$ cat config.mk
export PLATFORM = sky130hd
export DESIGN_NAME = chi_basis
export DESIGN_NICKNAME = d
export VERILOG_FILES = /design/src/rtl/chi_pkg.sv /design/src/rtl/chi_basis.sv
export SDC_FILE = /design/constraint.sdc
export NUM_CORES = 1
export LEC_CHECK = 0
export ABC_AREA = 1
export BUFFER_PORTS_ARGS = -buffer_cell sky130_fd_sc_hd__buf_2
export CAP_MARGIN = 20
export CORE_MARGIN = 1
export CORE_UTILIZATION = 65
export DETAILED_ROUTE_END_ITERATION = 6
export GPL_TIMING_DRIVEN = 0
export PLACE_DENSITY = 0.83
export SLEW_MARGIN = 10
export SYNTH_ARGS = -nofsm -noshare
export SYNTH_HDL_FRONTEND = slang
export SYNTH_SLANG_ARGS = --single-unit
export TNS_END_PERCENT = 50
$ cat constraint.sdc
create_clock -name clk -period 14.49 [get_ports clk]
set_input_delay 1.449 -clock clk [delete_from_list [all_inputs] [get_ports clk]]
set_output_delay 1.449 -clock clk [all_outputs]
set_load 0.1 [all_outputs]
$ cat src/rtl/chi_pkg.sv
package chi_pkg;

	// Load enables for the three stages of the basis-weight pipeline.
	typedef struct packed {
		logic s1;
		logic s2;
		logic s3;
	} chi_stage_en_t;

endpackage

$ cat src/rtl/chi_basis.sv
module chi_basis #(
	parameter int FRACTION_BITS = 16
) (
	input  logic                              clk,
	input  chi_pkg::chi_stage_en_t            stage_en,
	input  logic        [FRACTION_BITS-1:0]   position,
	output logic signed [FRACTION_BITS+2:0]   h00,
	output logic signed [FRACTION_BITS+2:0]   h10,
	output logic signed [FRACTION_BITS+2:0]   h01,
	output logic signed [FRACTION_BITS+2:0]   h11
);
	import chi_pkg::*;

	localparam int F  = FRACTION_BITS;
	localparam int HW = F + 3;
	localparam logic [2*F-1:0] HALF = (2*F)'(1) << (F - 1);
	localparam logic signed [HW-1:0] ONE = HW'(1) <<< F;

	logic [2*F-1:0] sq;
	logic [2*F-1:0] cube;
	logic [F-1:0] t_s1, mu2_s1;
	logic [F-1:0] t_s2, mu2_s2, mu3_s2;
	logic signed [HW-1:0] tx, a2x, a3x;
	logic signed [HW-1:0] h00_s3, h10_s3, h01_s3, h11_s3;

	// Both products round to nearest, a tie going up; neither exceeds F bits.
	assign sq   = position * position + HALF;
	assign cube = mu2_s1 * t_s1 + HALF;

	always_ff @(posedge clk) begin
		if (stage_en.s1) begin
			t_s1   <= position;
			mu2_s1 <= sq[2*F-1:F];
		end
		if (stage_en.s2) begin
			t_s2   <= t_s1;
			mu2_s2 <= mu2_s1;
			mu3_s2 <= cube[2*F-1:F];
		end
		if (stage_en.s3) begin
			h00_s3 <= (a3x <<< 1) - a2x - (a2x <<< 1) + ONE;
			h10_s3 <= a3x - (a2x <<< 1) + tx;
			h01_s3 <= (a2x <<< 1) + a2x - (a3x <<< 1);
			h11_s3 <= a3x - a2x;
		end
	end

	assign tx  = signed'({3'b000, t_s2});
	assign a2x = signed'({3'b000, mu2_s2});
	assign a3x = signed'({3'b000, mu3_s2});

	assign h00 = h00_s3;
	assign h10 = h10_s3;
	assign h01 = h01_s3;
	assign h11 = h11_s3;

endmodule

# After elaboration in Yosys (flattened, before gate mapping)
# Cells that the tools add are included.
# word_totals
word_cells,21
ff_bits,156
out_inout_bits,76
# classes
multipliers,2
add_sub_neg,10
# ops
operator,n
adder 32 x 16 -> 32 bit (second input constant),2
multiplier 16 x 16 -> 32 bit,2
adder 18 x 17 -> 19 bit,1
adder 19 x 18 -> 19 bit (second input constant),1
subtractor 18 x 17 -> 19 bit,1
subtractor 18 x 18 -> 19 bit,1
adder 17 x 16 -> 18 bit,1
subtractor 16 x 17 -> 18 bit,1
subtractor 17 x 16 -> 18 bit,1
subtractor 16 x 16 -> 17 bit,1

# Longest topological paths before layout
# depth
ltp_word,3
ltp_mapped,26

# Least setup slack after synthesis
# No wires, ideal clock.
# synth_path
kind,input-to-reg
from,in position[11]
to,reg mu2_s1[11] (data pin)
arrival_time_ns,6.311
path_stages,20
path_buffers,2
path_slack_ns,7.926
required_ns,14.238
setup_time_ns,0.252
path_cell_list,clkbuf_1 > clkbuf_1 > nand2_1 > fa_1 > inv_1 > fa_1 > fa_1 > fa_1 > fa_1 > inv_1 > fa_1 > inv_1 > ha_1 > a21oi_1 > a21boi_1 > o21ai_0 > a21oi_1 > nand2_1 > nand2_1 > nand2_1
# synth_via
elab_chain_cells,2
# synth_lines
element,line_no,source
"start, declared",chi_basis.sv:6,"input logic [FRACTION_BITS-1:0] position,"
multiplier 16 x 16 -> 32 bit,chi_basis.sv:27,assign sq = position * position + HALF;
adder 32 x 16 -> 32 bit,chi_basis.sv:27,
via sq[27],chi_basis.sv:19,logic [2*F-1:0] sq;
"end signal, assigned",chi_basis.sv:33,mu2_s1 <= sq[2*F-1:F];
"end, declared",chi_basis.sv:21,"logic [F-1:0] t_s1, mu2_s1;"
# The timed path passes the listed nets, and every way through them passes these cells.
# A chain may end at the register's enable or synchronous reset.

# Worst setup path in the final report
# layout_path
from,in position[13]
to,reg mu2_s1[9] (data pin)
# The elaborated chain is that of the path after synthesis.

==> flow_metrics.py <==
metrics = {
    "placed_design": {
        "place_ws_ns": 6.76,
        "io_buffers": 95,
        "globalplace.congestion": 0.964,
        "dp_hpwl_mm": 59.8,
    },
    "run_status": {
        "outcome": "finished, final reports clean",
    },
    "setup_path": {
        "critPathLaunchType": "input pin",
        "cp_top_family": "adder cells",
        "critPathMaxFanout": 10,
        "path_common_cell": "fa_1",
        "cp_num_buf_inv": 7,
        "worstSetupPathType": "in -> reg",
        "arrival_ns": 7.54,
        "cp.required_ns": 14.69,
        "cp_cell_sequence": "buf_2 -> clkbuf_1 -> buf_1 -> nand2_1 -> fa_1 -> inv_1 -> fa_1 -> fa_1 -> fa_1 -> fa_1 -> inv_1 -> fa_1 -> inv_1 -> ha_1 -> nand2_1 -> nor2_1 -> inv_1 -> nor3_1 -> nand4_1 -> nand4_1 -> nand2_1",
        "crit_path_max_incr_delay_ns": 0.65,
        "endpoint_kind": "flip-flop",
        "worst_path_max_delay_cell": "buf_1",
    },
    "job": {
        "cap_viol_max_count": 0,
    },
    "floorplanning": {
        "die_y_um": 207,
        "std_cell_rows": 74,
        "die_w_um": 207,
        "die_area_um2": 43000,
        "pin_count": 96,
        "core-area_um2": 41200,
        "start_util_pct": 66.6,
    },
    "clocking": {
        "ctsResizeCount": 0,
        "hold_buffers": 0,
        "cts_tree": "yes",
        "cts_num_sinks": 153,
        "clockBufferDepth": 2,
        "clk_pin_slew_ns": 0.07,
        "cts_setup_buffers": 0,
        "cts-root-buf": "clkbuf_16",
        "clk_latency_ns": 0.46,
        "htreeDepth": 4,
        "cts_buffers": 17,
    },
    "global_route": {
        "grt_antenna_before_repair": 1,
        "grt-ovfl-total": 0,
        "grt_use_total_pct": 34.8,
        "grt_start_max_net_pins": 74,
        "grt_pass1_wl_mm": 117,
        "grt_pass1_vias": 23500,
    },
    "logic_synthesis": {
        "yosysMostFrequentCell": "inv_1",
        "yosysUniqueCellTypes": 38,
        "synth_ff_type": "edfxtp_1",
        "synthesis.nets": 4222,
        "synth_area_leaders": "fa_1 (27%), edfxtp_1 (17%), ha_1 (16%)",
        "ys_ff_latch": 153,
        "synth_commonest_cells": "inv_1 (930), nand2_1 (897), fa_1 (370)",
        "synth_top_area_share_pct": 27.0,
        "synthArstFlopShare_pct": 0,
        "syn-cell-area_um2": 27400,
        "yosys_warnings": 0,
        "synthCells": 3488,
        "seq_area_frac_synth_pct": 16.7,
        "syn_area_per_cell_um2": 7.87,
        "synth_edf_count": 153,
        "yosysTopAreaCell": "fa_1",
    },
    "cells_and_area": {
        "fill_cells": 3355,
        "drive_above_1_share_pct": 3.98,
        "multi_input_area_um2": 19000,
        "ff_latch_area_um2": 4590,
        "nets": 4336,
        "area_growth_pct": 6.25,
        "fin_util_pct": 70.8,
    },
    "sta": {
        "layout_min_cycle_time_ns": 7.34,
        "finalSetupViolCount": 0,
        "worstMarginPinSlew_ns": 1.11,
        "rsz0062_at_grt": "false",
        "drv_slew": 0,
        "fin_ws_ns": 7.15,
        "clock_skew_ns": 0.0127,
        "timing.final.crit_share_pct": 50.7,
        "relSlewSlack_pct": 26.0,
        "fmax_mhz": 136,
        "final-hold-violation-count": 0,
        "finalSetupTns_ns": 0,
    },
    "drt": {
        "drt_iter0_drc": 2042,
        "drc": 0,
        "finalWirelength_mm": 71.3,
        "via_per_inst": 5.48,
        "dr.pass1.iters": 6,
        "wl_per_cell_um": 17.2,
        "antenna_left": 0,
        "dr_total_vias": 22700,
    },
    "hold_path": {
        "hp-class": "reg -> reg",
    },
}
-- cell usage in the layout (no fill, tap or decap), drive strengths merged, types with 3 or more instances in the layout --
cell and count:
inv 937, nand2 900, fa 370, ha 344, a21oi 163, edfxtp 153, nor2 139, clkbuf 106
buf 100, nand3 99, o21ai 84, xor2 74, nand4 22, xnor2 21, nor3 21, o21bai 18
a21o 11, a31oi 10, nand3b 8, or2 7, o21a 5, clkinvlp 5, a21boi 4, a31o 3
and2 3, o31ai 3
-- cell families (layout without fill, tap and decap cells) --
kind of cell | after synthesis | in the layout | share of synthesized area (%)
XOR/XNOR | 95 | 95 | 3.03
AND/OR/NAND/NOR | 1201 | 1201 | 17.5
flip-flops | 153 | 153 | 16.7
adder cells (fa/ha/maj) | 714 | 714 | 42.7
other | 0 | 1 | 0
AO/OA/AOI/OAI | 303 | 303 | 6.05
buffers and inverters | 1022 | 1149 | 14.0
-- cell type report --
cell class                      count  share of cell area, %
Buffer                             92                   1.24
Inverter                          930                   12.0
Multi-Input combinational cell   2313                   65.1
Clock buffer                       19                   1.48
Clock inverter                     13                  0.468
Tap cell                          532                   2.28
Sequential cell                   153                   15.8
Timing Repair Buffer               95                   1.64
Antenna cell                        1                0.00858
-- final timing paths --
check        slack [ns]         start  cells past startpoint    endpoint
max                7.15  position[13]                     21   mu2_s1[9]
min                0.46     mu2_s1[5]                      0   mu2_s2[5]
max reg2reg        7.75    mu2_s1[14]                     21  mu3_s2[13]
min reg2reg        0.46     mu2_s1[5]                      0   mu2_s2[5]
-- registers in the layout, summed over array words and instances (netlist names) --
register and cells:
h00 19, h01 18, t_s1 16, mu2_s2 16, h11 17, t_s2 16, h10 19, mu2_s1 16
mu3_s2 16
-- metal layers --
metal  vias up  track usage [%]  share of wire (%)
met2      1001             58.2                 46
met3       226             5.57                8.6
met1     10700             44.8                 41
li1      10800                -                  -
met5         -                0                  0
met4         0             15.4                4.6
-- stage by stage --
stage	cell area (um2)	instances	hold WS, ns
after floorplan	27400	3488	0.424
after global placement	28600	4115	0.438
after detailed placement	28600	4115	0.433
after CTS	29200	4147	0.454
after global routing	29200	4147	0.462
final	29200	4148	0.457
-- worst reg2reg max path: cells and delay by family (launching register included) --
kind	cells	cell delay, ns
AO/OA/AOI/OAI	3	0.79
adder cells (fa/ha/maj)	7	3.41
buffers and inverters	5	1.16
flip-flops	1	0.49
AND/OR/NAND/NOR	6	0.63
Power is not shown: default switching activity piles up to over one toggle a cycle in this logic, so the estimate is an artifact.
